<file path="config.mk">
export PLATFORM = sky130hd
export DESIGN_NAME = led_driver_refresh_framer
export DESIGN_NICKNAME = d
export VERILOG_FILES = /design/src/hdl/ldrf_pkg.sv /design/src/hdl/ldrf_seq.sv /design/src/hdl/ldrf_dpath.sv /design/src/hdl/led_driver_refresh_framer.sv
export SDC_FILE = /design/constraint.sdc
export NUM_CORES = 1
export LEC_CHECK = 0
export ABC_AREA = 1
export BUFFER_PORTS_ARGS = -buffer_cell sky130_fd_sc_hd__buf_2
export CORE_MARGIN = 4
export CORE_UTILIZATION = 45
export DETAILED_ROUTE_END_ITERATION = 7
export SKIP_CTS_REPAIR_TIMING = 1
export SLEW_MARGIN = 20
export SYNTH_ARGS = -nofsm -noshare
export SYNTH_HDL_FRONTEND = slang
export SYNTH_SLANG_ARGS = --single-unit
</file>
<file path="constraint.sdc">
create_clock -name i_clk -period 3.7 [get_ports i_clk]
set_clock_uncertainty 0.15 [all_clocks]
set_input_delay 0.555 -clock i_clk [delete_from_list [all_inputs] [get_ports i_clk]]
set_output_delay 0.555 -clock i_clk [all_outputs]
set_load 0.05 [all_outputs]
</file>
<file path="src/hdl/ldrf_pkg.sv">
// shared types, constants and microcode table of the led driver refresh framer
package ldrf_pkg;

    localparam logic [1:0] CMD_WRITE   = 2'd0;
    localparam logic [1:0] CMD_FILL    = 2'd1;
    localparam logic [1:0] CMD_REFRESH = 2'd2;

    localparam logic [2:0] GRID_COUNT  = 3'd6;
    localparam logic [7:0] DATA_CMD    = 8'h40;
    localparam logic [7:0] ADDR_CMD    = 8'hC0;
    localparam logic [7:0] CTRL_OFF    = 8'h80;
    localparam logic [7:0] CTRL_BASE   = 8'h88;
    localparam logic [3:0] LEVEL_MAX   = 4'd8;
    localparam logic [3:0] LEVEL_RESET = 4'd8;

    typedef logic [2:0] t_step;

    localparam t_step STEP_DISPATCH = 3'd0;
    localparam t_step STEP_WRITE    = 3'd1;
    localparam t_step STEP_DATA     = 3'd2;
    localparam t_step STEP_ADDR     = 3'd3;
    localparam t_step STEP_BYTES    = 3'd4;
    localparam t_step STEP_CTRL     = 3'd5;
    localparam t_step STEP_FILL     = 3'd6;

    typedef struct packed {
        logic [1:0] cmd;
        logic [2:0] grid;
        logic [7:0] seg_byte;
    } t_in_req;

    typedef struct packed {
        logic [7:0] out_byte;
        logic       frame_start;
        logic       frame_end;
        logic       last;
    } t_out_req;

    typedef enum logic [1:0] {
        SRC_DATA,
        SRC_ADDR,
        SRC_RAM,
        SRC_CTRL
    } t_src;

    typedef enum logic [1:0] {
        WR_NONE,
        WR_GRID,
        WR_IDX
    } t_wr;

    typedef enum logic [1:0] {
        IDX_HOLD,
        IDX_CLR,
        IDX_INC
    } t_idx_op;

    typedef enum logic [1:0] {
        JMP_NEXT,
        JMP_GOTO,
        JMP_LOOP,
        JMP_DISPATCH
    } t_jmp;

    typedef struct packed {
        logic    emit;
        t_src    src;
        logic    fs;
        logic    fe;
        logic    fl;
        t_wr     wr;
        t_idx_op idx_op;
        t_jmp    jmp;
        t_step   target;
    } t_uword;

    typedef struct packed {
        logic idx_last;
        logic stall;
    } t_dp_stat;

    // control store: one word per step
    function automatic t_uword ucode_rom(input t_step step);
        t_uword w;
        w = '{emit: 1'b0, src: SRC_DATA, fs: 1'b0, fe: 1'b0, fl: 1'b0,
              wr: WR_NONE, idx_op: IDX_HOLD, jmp: JMP_GOTO, target: STEP_DISPATCH};
        unique case (step)
            STEP_DISPATCH: begin
                w.idx_op = IDX_CLR;
                w.jmp    = JMP_DISPATCH;
            end
            STEP_WRITE: begin
                w.wr = WR_GRID;
            end
            STEP_DATA: begin
                w.emit = 1'b1;
                w.src  = SRC_DATA;
                w.fs   = 1'b1;
                w.fe   = 1'b1;
                w.jmp  = JMP_NEXT;
            end
            STEP_ADDR: begin
                w.emit = 1'b1;
                w.src  = SRC_ADDR;
                w.fs   = 1'b1;
                w.jmp  = JMP_NEXT;
            end
            STEP_BYTES: begin
                w.emit   = 1'b1;
                w.src    = SRC_RAM;
                w.idx_op = IDX_INC;
                w.jmp    = JMP_LOOP;
                w.target = STEP_CTRL;
            end
            STEP_CTRL: begin
                w.emit = 1'b1;
                w.src  = SRC_CTRL;
                w.fs   = 1'b1;
                w.fe   = 1'b1;
                w.fl   = 1'b1;
            end
            STEP_FILL: begin
                w.wr     = WR_IDX;
                w.idx_op = IDX_INC;
                w.jmp    = JMP_LOOP;
            end
            default: begin
            end
        endcase
        return w;
    endfunction

    // display control byte from the brightness level
    function automatic logic [7:0] control_byte(input logic [3:0] lvl);
        logic [3:0] l;
        l = (lvl > LEVEL_MAX) ? LEVEL_MAX : lvl;
        if (lvl == 4'd0) begin
            return CTRL_OFF;
        end
        return 8'(CTRL_BASE + {4'd0, l} - 8'd1);
    endfunction

endpackage

</file>
<file path="src/hdl/ldrf_seq.sv">
// microcode sequencer: step counter, control store fetch and jumps
module ldrf_seq
    import ldrf_pkg::*;
(
    input  logic       i_clk,
    input  logic       i_rst_n,
    input  logic       i_in_accept,
    input  logic [1:0] i_cmd,
    input  t_dp_stat   i_stat,
    output t_uword     o_uword,
    output logic       o_in_ready
);

    t_step  r_step;
    t_step  n_step;
    t_uword uw;

    assign uw         = ucode_rom(r_step);
    assign o_uword    = uw;
    assign o_in_ready = (r_step == STEP_DISPATCH);

    always_comb begin
        n_step = r_step;
        if (!i_stat.stall) begin
            unique case (uw.jmp)
                JMP_NEXT: n_step = 3'(r_step + 3'd1);
                JMP_GOTO: n_step = uw.target;
                JMP_LOOP: n_step = i_stat.idx_last ? uw.target : r_step;
                JMP_DISPATCH: begin
                    if (i_in_accept) begin
                        unique case (i_cmd)
                            CMD_WRITE:   n_step = STEP_WRITE;
                            CMD_FILL:    n_step = STEP_FILL;
                            CMD_REFRESH: n_step = STEP_DATA;
                            default:     n_step = STEP_DISPATCH;
                        endcase
                    end
                end
                default: n_step = STEP_DISPATCH;
            endcase
        end
    end

    always_ff @(posedge i_clk) begin
        if (!i_rst_n) begin
            r_step <= STEP_DISPATCH;
        end else begin
            r_step <= n_step;
        end
    end

endmodule

</file>
<file path="src/hdl/ldrf_dpath.sv">
// datapath: display image, byte index, brightness register and output register
module ldrf_dpath
    import ldrf_pkg::*;
#(
    parameter int BUF_BYTES = 12
) (
    input  logic       i_clk,
    input  logic       i_rst_n,
    input  logic       i_in_accept,
    input  t_in_req    i_in_req,
    input  logic       i_cfg_we,
    input  logic [3:0] i_cfg_wdata,
    input  t_uword     i_uword,
    output t_dp_stat   o_stat,
    output logic       o_out_valid,
    input  logic       i_out_ready,
    output t_out_req   o_out_req
);

    localparam int IDX_W = $clog2(BUF_BYTES);
    localparam logic [IDX_W-1:0] IDX_LAST = IDX_W'(BUF_BYTES - 1);

    logic [7:0]       r_ram [BUF_BYTES];
    logic [IDX_W-1:0] r_idx;
    logic [3:0]       r_bright;
    t_in_req          r_item;
    logic             r_out_valid;
    t_out_req         r_out;

    t_out_req         n_out;
    logic [7:0]       rd_byte;
    logic [IDX_W-1:0] grid_addr;
    logic             idx_last;
    logic             out_free;
    logic             stall;

    assign rd_byte   = r_ram[r_idx];
    assign grid_addr = IDX_W'({r_item.grid, 1'b0});
    assign idx_last  = (r_idx == IDX_LAST);
    assign out_free  = !r_out_valid || i_out_ready;
    assign stall     = i_uword.emit && !out_free;

    assign o_stat.idx_last = idx_last;
    assign o_stat.stall    = stall;

    always_comb begin
        n_out.frame_start = i_uword.fs;
        n_out.last        = i_uword.fl;
        n_out.frame_end   = i_uword.fe;
        unique case (i_uword.src)
            SRC_DATA: n_out.out_byte = DATA_CMD;
            SRC_ADDR: n_out.out_byte = ADDR_CMD;
            SRC_RAM: begin
                n_out.out_byte  = rd_byte;
                n_out.frame_end = idx_last;
            end
            SRC_CTRL: n_out.out_byte = control_byte(r_bright);
            default:  n_out.out_byte = DATA_CMD;
        endcase
    end

    always_ff @(posedge i_clk) begin
        if (!i_rst_n) begin
            for (int i = 0; i < BUF_BYTES; i++) begin
                r_ram[i] <= 8'd0;
            end
            r_idx       <= '0;
            r_bright    <= LEVEL_RESET;
            r_out_valid <= 1'b0;
        end else begin
            if (i_cfg_we) begin
                r_bright <= i_cfg_wdata;
            end
            if (i_in_accept) begin
                r_item <= i_in_req;
            end
            if (!stall) begin
                unique case (i_uword.wr)
                    WR_GRID: begin
                        if (r_item.grid < GRID_COUNT) begin
                            r_ram[grid_addr] <= r_item.seg_byte;
                        end
                    end
                    WR_IDX:  r_ram[r_idx] <= r_item.seg_byte;
                    default: begin
                    end
                endcase
                unique case (i_uword.idx_op)
                    IDX_CLR: r_idx <= '0;
                    IDX_INC: r_idx <= IDX_W'(r_idx + 1'b1);
                    default: begin
                    end
                endcase
            end
            if (i_uword.emit && out_free) begin
                r_out_valid <= 1'b1;
                r_out       <= n_out;
            end else if (i_out_ready) begin
                r_out_valid <= 1'b0;
            end
        end
    end

    assign o_out_valid = r_out_valid;
    assign o_out_req   = r_out;

endmodule

</file>
<file path="src/hdl/led_driver_refresh_framer.sv">
// top level of the led driver refresh framer
//
// keeps an image of the driver display ram and turns refresh requests into
// the framed byte stream for a three-wire led driver, lsb first downstream
// input channel: i_in_valid / o_in_ready with i_in_req (cmd, grid, seg_byte)
//   write stores seg_byte at byte grid*2 (grids 6 and up ignored), fill sets
//   every byte, refresh emits the byte stream, unused code does nothing
// output channel: o_out_valid / i_out_ready with o_out_req, one byte per request
//   refresh gives 0x40 alone, 0xC0 plus every image byte, then the control byte
// config: i_cfg_we / i_cfg_wdata set the brightness level, reset value 8
// sequence: a request is taken in the dispatch step of the microcode sequencer,
//   write runs the write step, fill writes every byte in turn, refresh runs the
//   data, addr, bytes and ctrl steps; bytes leave through the output register
// the single output register gives one byte a cycle while i_out_ready is high
// a stalled receiver holds the output register and the sequencer's emit steps
// reset clears the image, the sequencer and the output valid flag at once
module led_driver_refresh_framer
    import ldrf_pkg::*;
#(
    parameter int BUF_BYTES = 12
) (
    input  logic       i_clk,
    input  logic       i_rst_n,
    input  logic       i_in_valid,
    output logic       o_in_ready,
    input  t_in_req    i_in_req,
    output logic       o_out_valid,
    input  logic       i_out_ready,
    output t_out_req   o_out_req,
    input  logic       i_cfg_we,
    input  logic [3:0] i_cfg_wdata
);

    t_uword   uword;
    t_dp_stat stat;
    logic     in_accept;

    // request taken only while the sequencer sits in dispatch
    assign in_accept = i_in_valid && o_in_ready;

    // program counter and control store
    ldrf_seq u_seq (
        .i_clk       (i_clk),
        .i_rst_n     (i_rst_n),
        .i_in_accept (in_accept),
        .i_cmd       (i_in_req.cmd),
        .i_stat      (stat),
        .o_uword     (uword),
        .o_in_ready  (o_in_ready)
    );

    // image store, index counter and output register
    ldrf_dpath #(
        .BUF_BYTES (BUF_BYTES)
    ) u_dpath (
        .i_clk       (i_clk),
        .i_rst_n     (i_rst_n),
        .i_in_accept (in_accept),
        .i_in_req    (i_in_req),
        .i_cfg_we    (i_cfg_we),
        .i_cfg_wdata (i_cfg_wdata),
        .i_uword     (uword),
        .o_stat      (stat),
        .o_out_valid (o_out_valid),
        .i_out_ready (i_out_ready),
        .o_out_req   (o_out_req)
    );

endmodule
</file>
Word-level counts from Yosys, hierarchy flattened. Memories as Yosys holds them, arrays and structs flattened. A register that Yosys moved wholly into a read port is not among the register bits. Cells that the tools add are included.

Flip-flop bits (word level): 34. Memory bits (writable): 96. Bits of input ports: 22. Memories: 1.

Memory list: u_dpath.r_ram (words 12, width 8, read ports 1, clocked after memory_dff 1, write ports 12, line ldrf_dpath.sv:23) `logic [7:0] r_ram [BUF_BYTES];`.

Add/subtract/negate cells: 4. Magnitude comparators: 2. Equal/unequal tests: 21. Mux-type cells: 40. Bitwise operators: 1. Reductions and logical operators: 23.

Operators by type and width (number): $mux 8 (4); $pmux 8 s4 (1); $pmux 3 s4 (2); $mux 1 (20); $mux 4 (5); $reduce_or 8->1 (2); $eq 2x2->1 const B (7); $eq 2x1->1 const B (5); $eq 3x3->1 const B (3); $mux 3 (3); $pmux 3 s3 (1); $add 8x4->8 const A (1); $pmux 2 s2 (2); $pmux 4 s2 (1); $sub 8x1->8 const B (1); $eq 3x2->1 const B (2); $logic_not 2->1 (3); $pmux 2 s3 (1); $reduce_and 2->1 (3); $reduce_or 2->1 (3); $add 4x1->4 const B (1); $eq 4x4->1 const B (1); $gt 4x4->1 const B (1); $logic_not 4->1 (1); 13 further kinds (17).

Logic depth before layout (Yosys ltp). Gate-level depths: netlist of run 1.

Depth in word-level cells: 10. Mapped depth: 13. Mapped depth without buffers: 13.

By module. A second synthesis of run 1 with hierarchy kept.

Cell total of the unflattened synthesis: 833. Area total of the unflattened synthesis: 8120.3 µm².

By module, submodules not included: ldrf_dpath (instances 1, cells an instance 758, area each 7629.8 µm², seq. area each 4764.6 µm²); ldrf_seq (instances 1, cells an instance 73, area each 483.0 µm², seq. area each 60.1 µm²); led_driver_refresh_framer (instances 1, cells an instance 2, area each 7.5 µm², seq. area each 0.0 µm²).

Worst setup path before layout of run 1. OpenSTA, ideal clock, no wires.

Kind: flip-flop to flip-flop. Start: register u_seq.r_step[0]. End: memory u_dpath.r_ram[0][0] (enable). Setup time: 0.384 ns. Data arrival time: 2.184 ns. Setup slack: 0.982 ns. Stages on the path, launching flop included: 10. Path buffers: 0. Cell sequence: dfxtp_1 -> inv_1 -> ha_1 -> nand2_4 -> nand2_2 -> o21bai_4 -> nand3_1 -> nand2_1 -> nand3_4 -> o21ai_0.

RTL lines: start, declared (line ldrf_seq.sv:14) `t_step r_step;`; start signal, assigned (line ldrf_seq.sv:48) `r_step <= n_step;`; end, declared (line ldrf_dpath.sv:23).

==> impl_metrics.csv, run 1 <==
group,metric,value,unit
critical_path,cp_num_cells,9,
critical_path,cp.arrival,3020,ps
yosys,synth-async-reset-ratio,0,
grt,global_route_wire_length_before_repair,30200,um
timing,max_freq,322,MHz
yosys,synthesis.area_per_instance,10.5,sq um
critical_path,worst_ep_required_time,3610,ps
pwr,p_leak,3.31,nW
yosys,syn_nets,773,
routing,routed_wirelength,19300,um
critical_path,critPathMaxFanout,10,
timing,accumulated_negative_setup_slack,0,ps
timing,hold_viol_final,0,
routing,wire_per_inst,19.3,um
pwr,report.power.total,5.41,mW
critical_path,path_cells,"inv_4 -> ha_1 -> inv_1 -> nand2_4 -> o21bai_4 -> nand3_4 -> nor2_4 -> inv_1 -> nor2_1",
grt,via_count_of_the_first_global_routing_pass,5372,
clock_tree,clk_latency,430,ps
cells_and_area,final_design_area_no_fill,0.00878,sq mm
placed_design,io_buffer_count,34,
critical_path,critPathTopFamily,"simple AND/OR/NAND/NOR gates",
routing,drt-pass1-iter-count,8,
cells_and_area,fillcell_total,1527,
yosys,yosys_register_bits,166,
critical_path,cpPeakStageDelay,620,ps
clock_tree,cts-root-buf,"sky130_fd_sc_hd__clkbuf_16",
clock_tree,tritoncts_clock_tree,"built",
critical_path,ff2ff_setup_slack,590,ps
grt,antenna_found_initial,0,
die,placeableCoreArea,0.0168,sq mm
die,die_height,140,um
critical_path,worst_r2r_startpoint,"u_seq.r_step[2]",
yosys,synth_area,0.00783,sq mm
yosys,post-synth-top-count-cell,"sky130_fd_sc_hd__edfxtp_1",
timing,final.period_utilization,0.841,
timing,total_of_endpoints_with_negative_setup_slack_in_the_final_report,0,
timing,timing.max_slew.rel_slack,0.370,
die,io_pins,35,
routing,dr_total_vias,5480,
critical_path,critical_path.reg2reg.endpoint,"u_dpath.r_ram[15][5]",
critical_path,worst-r2r-cell-count,9,
yosys,fraction_of_post_synthesis_cell_area_in_the_top_cell_type_by_area,0.575,
placed_design,dp_hpwl,12800,um
placed_design,place.gp.congestion,0.910,
cells_and_area,post_route_cells_drive_above_1_share,0.197,
routing,drt_iter0_markers,469,
placed_design,detailedPlace.worstSlack,655,ps
worst_hold_path,hp-class,"in2reg",
status,status,"finished, final reports clean",
grt,grt_max_degree,65,
yosys,synth_ff_type,"sky130_fd_sc_hd__edfxtp_1",
die,horiz_die_dim,140,um
routing,drc,0,
pwr,power.density,616,mW/mm^2
cells_and_area,postLayoutCoreUtil,0.522,
critical_path,critical_path.endpoint,"u_dpath.r_ram[15][5]",
clock_tree,clk_pin_slew_worst_paths,60,ps
clock_tree,clock_sinks,166,
die,initial_utilization,0.465,
grt,globalRoute.totalOverflow,0,
die,dieArea,0.0196,sq mm
critical_path,worstSetupStartpointType,"flip-flop",
pwr,irDropWorstVdd,0.361,mV
cells_and_area,finalNetCount,800,
grt,grt_util_all_layers,0.202,
placed_design,placement.cell_area,0.00818,sq mm
critical_path,path_buf_inv,3,
routing,final_antenna_net_count,0,
clock_tree,clock_tree.buffer_depth,2,
clock_tree,ctsHtreeMaxLevel,4,
yosys,ys_top_cells_by_count,"150 x sky130_fd_sc_hd__edfxtp_1, 131 x sky130_fd_sc_hd__nor2_1, 119 x sky130_fd_sc_hd__nand2_1",
yosys,post_synth_num_cell_types,32,
yosys,synth_largest_area_cell,"sky130_fd_sc_hd__edfxtp_1",
timing,maxSlewViolCount,0,
yosys,synth_seq_area_share,0.616,
timing,max_slew.worst_pin.slew,942,ps
yosys,number_of_flops_mapped_to_enable_cells_by_yosys,150,
yosys,synth_warnings,0,
critical_path,worst-setup-path-type,"reg2reg",
timing,finalCriticalPeriod,3110,ps
clock_tree,cts_buffers,17,
flow_run,drv.max_cap_violation_count,0,
critical_path,critical_path.endpoint_type,"flip-flop",
yosys,post_synth_inst_count,742,
die,fp-row-count,47,
cells_and_area,area_growth,12.2,%
critical_path,critical_path.startpoint,"u_seq.r_step[2]",
cells_and_area,antenna_cells_inserted,0,
yosys,post_synth_main_area_contributors,"sky130_fd_sc_hd__edfxtp_1 58%, sky130_fd_sc_hd__nor2_1 6.3%, sky130_fd_sc_hd__nand2_1 5.7%, sky130_fd_sc_hd__nor3_2 4.6%, sky130_fd_sc_hd__o21ai_0 4.4%",
routing,drt-vias-per-instance,5.47,
critical_path,critical_path_s_slowest_cell,"sky130_fd_sc_hd__dfxtp_1",
critical_path,critPathMostFrequentCell,"sky130_fd_sc_hd__inv_1",
timing,layout_setup_ws,590,ps
timing,rsz0062_at_grt,"no",
-- report_power, final --
part / switching, mW / internal (mW) / total (mW)
Clock: 0.724 / 1.06 / 1.79
Sequential: 0.0899 / 2.21 / 2.30
Combinational: 1.00 / 0.316 / 1.32
-- routing by layer --
metal	global-route usage	up-vias	part of all wire
met5	0	-	0
met3	0.0375	37	0.056
met2	0.313	192	0.48
li1	-	2606	-
met1	0.284	2645	0.44
met4	0.0801	0	0.023
-- how the worst min path moves through the flow --
stage | from | to | slack, ps | depth (start not counted)
final | i_in_req[3] | u_dpath.r_item[3] | 150 | 1
after global routing | i_in_req[1] | u_dpath.r_item[1] | 140 | 1
after CTS | i_in_req[8] | u_dpath.grid_addr[1] | 140 | 1
after detailed placement | u_seq.r_step[0] | u_seq.r_step[0] | 370 | 2
after global placement | u_seq.r_step[0] | u_seq.r_step[0] | 350 | 2
after floorplan | u_seq.r_step[0] | u_seq.r_step[0] | 330 | 2
-- registers in the layout, indices dropped and copies added (netlist names), named ones only --
register,flops
u_dpath.grid_addr,3
u_dpath.o_out_req,11
u_seq.r_step,3
u_dpath.r_bright,4
u_dpath.r_idx,4
u_dpath.r_item,8
u_dpath.r_ram,128
u_dpath.o_out_valid,1
-- layout make-up --
cell class,instances,area [sq um],share of cell area
Timing Repair Buffer,50,290,0.0331
Sequential cell,166,4830,0.550
Clock buffer,21,480,0.0547
Inverter,42,160,0.0182
Clock inverter,11,124,0.0141
Tap cell,220,275,0.0314
Multi-Input combinational cell,492,2620,0.299
-- cell usage in the layout (no fill, tap or decap), drive strengths merged, types with 4 or more instances in the layout --
master	n
nor2	135
inv	41
buf	50
nor3	51
a21oi	18
o211ai	13
clkbuf	21
edfxtp	150
ha	9
clkinv	8
o21ai	69
o22ai	4
dfxtp	16
nand2	138
nand3	47
-- kinds of logic after synthesis --
kind of cell / Yosys count / share of synthesized area
and+or+nand+nor: 375 / 0.244
DFF: 166 / 0.616
AOI/OAI and AO/OA: 108 / 0.0766
buffers and inverters: 84 / 0.0484
adders and majority gates: 9 / 0.0144
-- metrics by stage --
| stage | std cells | hold WS (ps) |
|---|---|---|
| floorplan | 742 | 329 |
| global placement | 970 | 346 |
| detailed placement | 970 | 370 |
| CTS | 1002 | 137 |
| global route | 1002 | 142 |
| finish | 1002 | 153 |
No activity file was read; power rests on OpenSTA's default activity.
==> inputs of run 2 (changes only) <==
==> constraint.sdc (replaced) <==
create_clock -name i_clk -period 2.6 [get_ports i_clk]
set_clock_uncertainty 0.15 [all_clocks]
set_input_delay 0.39 -clock i_clk [delete_from_list [all_inputs] [get_ports i_clk]]
set_output_delay 0.39 -clock i_clk [all_outputs]
set_load 0.05 [all_outputs]
==> run 2 against run 1 <==
  * Die area did not move
  * Via count rose by 2.2%
  * Sequential power rose by 42%
  * Combinational power rose by 52%
  * Sequential share of layout area fell by 2.2 points
  * Fmax rose by 25%
  * Cell area rose by 4.2%
  * Setup slack got worse by 480 ps
  * Flip-flop and latch count did not move
  * Power rose by 45%
  * Largest cell class unchanged
  * Largest power group unchanged
==> impl_metrics.csv, run 2 (synthesis results as in run 1) <==
group,metric,value,unit
status,status,"finished, final reports clean",
pwr,power.density,856,mW/mm^2
pwr,report.power.total,7.84,mW
placed_design,io_buffer_count,34,
critical_path,path_cells,"ha_1 -> ha_1 -> inv_1 -> nand2_4 -> o21bai_4 -> buf_4 -> nand2_4 -> nand2_1 -> nand2_4 -> nand2_8 -> buf_4 -> nor3_2",
grt,global_route_wire_length_before_repair,30400,um
critical_path,critical_path.endpoint_type,"flip-flop",
placed_design,placement.cell_area,0.00835,sq mm
critical_path,critPathTopFamily,"buffers and inverters",
grt,antenna_found_initial,0,
routing,drt-pass1-iter-count,5,
clock_tree,tritoncts_clock_tree,"built",
timing,hold_viol_final,0,
routing,drt-vias-per-instance,5.39,
routing,wire_per_inst,18.4,um
grt,globalRoute.totalOverflow,0,
die,die_height,140,um
timing,finalCriticalPeriod,2490,ps
die,placeableCoreArea,0.0168,sq mm
critical_path,critical_path_s_slowest_cell,"sky130_fd_sc_hd__dfxtp_2",
clock_tree,clk_latency,430,ps
grt,grt_util_all_layers,0.201,
pwr,irDropWorstVdd,0.568,mV
die,fp-row-count,47,
cells_and_area,fillcell_total,1478,
routing,m1WireLength,8470,um
timing,total_of_endpoints_with_negative_setup_slack_in_the_final_report,0,
die,horiz_die_dim,140,um
routing,wl_met3,1240,um
timing,timing.max_slew.rel_slack,0.482,
routing,drc,0,
clock_tree,ctsHtreeMaxLevel,4,
grt,via_count_of_the_first_global_routing_pass,5489,
clock_tree,clock_sinks,166,
critical_path,path_buf_inv,3,
clock_tree,cts-root-buf,"sky130_fd_sc_hd__clkbuf_16",
routing,met2WireLength,9010,um
routing,routed_wirelength,19100,um
critical_path,cp.arrival,2500,ps
pwr,combinationalPowerShare,0.255,
timing,max_freq,402,MHz
cells_and_area,finalNetCount,836,
die,io_pins,35,
critical_path,critPathMostFrequentCell,"sky130_fd_sc_hd__nand2_4",
timing,maxSlewViolCount,0,
timing,final.period_utilization,0.957,
routing,final_antenna_net_count,0,
placed_design,dp_hpwl,12900,um
cells_and_area,finish.cell_count_without_fillers,1038,
routing,drt_iter0_markers,543,
cells_and_area,final_common_cell,"sky130_fd_sc_hd__edfxtp_1",
clock_tree,clock_tree.buffer_depth,2,
clock_tree,cts_buffers,17,
routing,highest-signal-layer,"met4",
cells_and_area,post_route_cells_drive_above_1_share,0.230,
placed_design,place.gp.congestion,0.855,
worst_hold_path,hp-class,"in2reg",
clock_tree,clk_pin_slew_worst_paths,60,ps
critical_path,critPathMaxFanout,14,
cells_and_area,final_design_area_no_fill,0.00915,sq mm
die,initial_utilization,0.465,
timing,layout_setup_ws,111,ps
timing,max_slew.worst_pin.slew,776,ps
pwr,cell_internal_pwr,5.22,mW
placed_design,detailedPlace.worstSlack,-83.6,ps
pwr,share_seq_of_total_power,0.416,
critical_path,cpPeakStageDelay,340,ps
cells_and_area,antenna_cells_inserted,0,
cells_and_area,area_growth,16.9,%
cells_and_area,largest-register,"u_dpath.r_ram",
cells_and_area,layout.cells.most_common_list,"150 x sky130_fd_sc_hd__edfxtp_1, 131 x sky130_fd_sc_hd__nor2_1, 113 x sky130_fd_sc_hd__nand2_1",
pwr,p_leak,3.48,nW
die,dieArea,0.0196,sq mm
grt,grt_max_degree,65,
pwr,switching_share,0.334,
placed_design,numPlacedInstances,988,
routing,dr_total_vias,5599,
critical_path,worstSetupStartpointType,"flip-flop",
critical_path,worst_ep_required_time,2610,ps
pwr,part_of_the_total_power_dissipated_in_the_clock_network,0.329,
pwr,switchingPower,2.62,mW
critical_path,worst-setup-path-type,"reg2reg",
flow_run,drv.max_cap_violation_count,0,
cells_and_area,flip_flop_count_of_the_largest_register_after_layout,128,
[run 2: worst reg2reg max path, stage by stage, from the launching register on]
cell and delay [ps]:
sky130_fd_sc_hd__dfxtp_2 340, sky130_fd_sc_hd__ha_1 190, sky130_fd_sc_hd__ha_1 210, sky130_fd_sc_hd__inv_1 100
sky130_fd_sc_hd__nand2_4 70, sky130_fd_sc_hd__o21bai_4 250, sky130_fd_sc_hd__buf_4 170, sky130_fd_sc_hd__nand2_4 60
sky130_fd_sc_hd__nand2_1 110, sky130_fd_sc_hd__nand2_4 90, sky130_fd_sc_hd__nand2_8 110, sky130_fd_sc_hd__buf_4 280
sky130_fd_sc_hd__nor3_2 90
[run 2: final timing paths]
| kind | from | end | slack, ps | depth (start not counted) |
|---|---|---|---|---|
| worst min register to register | u_seq.r_step[1] | u_seq.r_step[1] | 350 | 2 |
| worst max register to register | u_seq.r_step[0] | u_dpath.r_ram[0][4] | 110 | 12 |
| worst max-delay path | u_seq.r_step[0] | u_dpath.r_ram[0][4] | 110 | 12 |
| worst min-delay path | i_cfg_wdata[3] | u_dpath.r_bright[3] | 30 | 3 |
[run 2: layer usage]
metal / up-vias / track usage
met2: 203 / 0.314
li1: 2683 / -
met3: 36 / 0.0440
met4: 0 / 0.0617
met1: 2677 / 0.282
met5: - / 0
[run 2: final cells by class]
cell class | instances | area (sq um) | area share
clock buffer | 17 | 425 | 0.0465
sequential | 166 | 4830 | 0.528
clock inverter | 15 | 175 | 0.0191
timing repair buffer | 86 | 629 | 0.0688
multi-input combinational | 492 | 2660 | 0.290
inverter | 42 | 160 | 0.0175
tap | 220 | 275 | 0.0301
[run 2: power by group through the flow]
stage          combinational (mW)  sequential (mW)  clock [mW]
3_3_place_gp                 1.94             3.31           0
2_1_floorplan                1.22             3.47           0
5_1_grt                      2.21             3.28        2.74
3_5_place_dp                 1.97             3.31           0
6_report                     2.00             3.26        2.58
4_1_cts                      1.98             3.26        2.62
[run 2: stage by stage]
step	utilization	setup TNS [ps]	hold slack, ps
detailed placement	0.496	-2330	369
finish	0.544	0	32.6
CTS	0.532	-2610	-32.2
global route	0.544	-9.97	38.7
floorplan	-	-2840	329
global placement	0.496	0	346
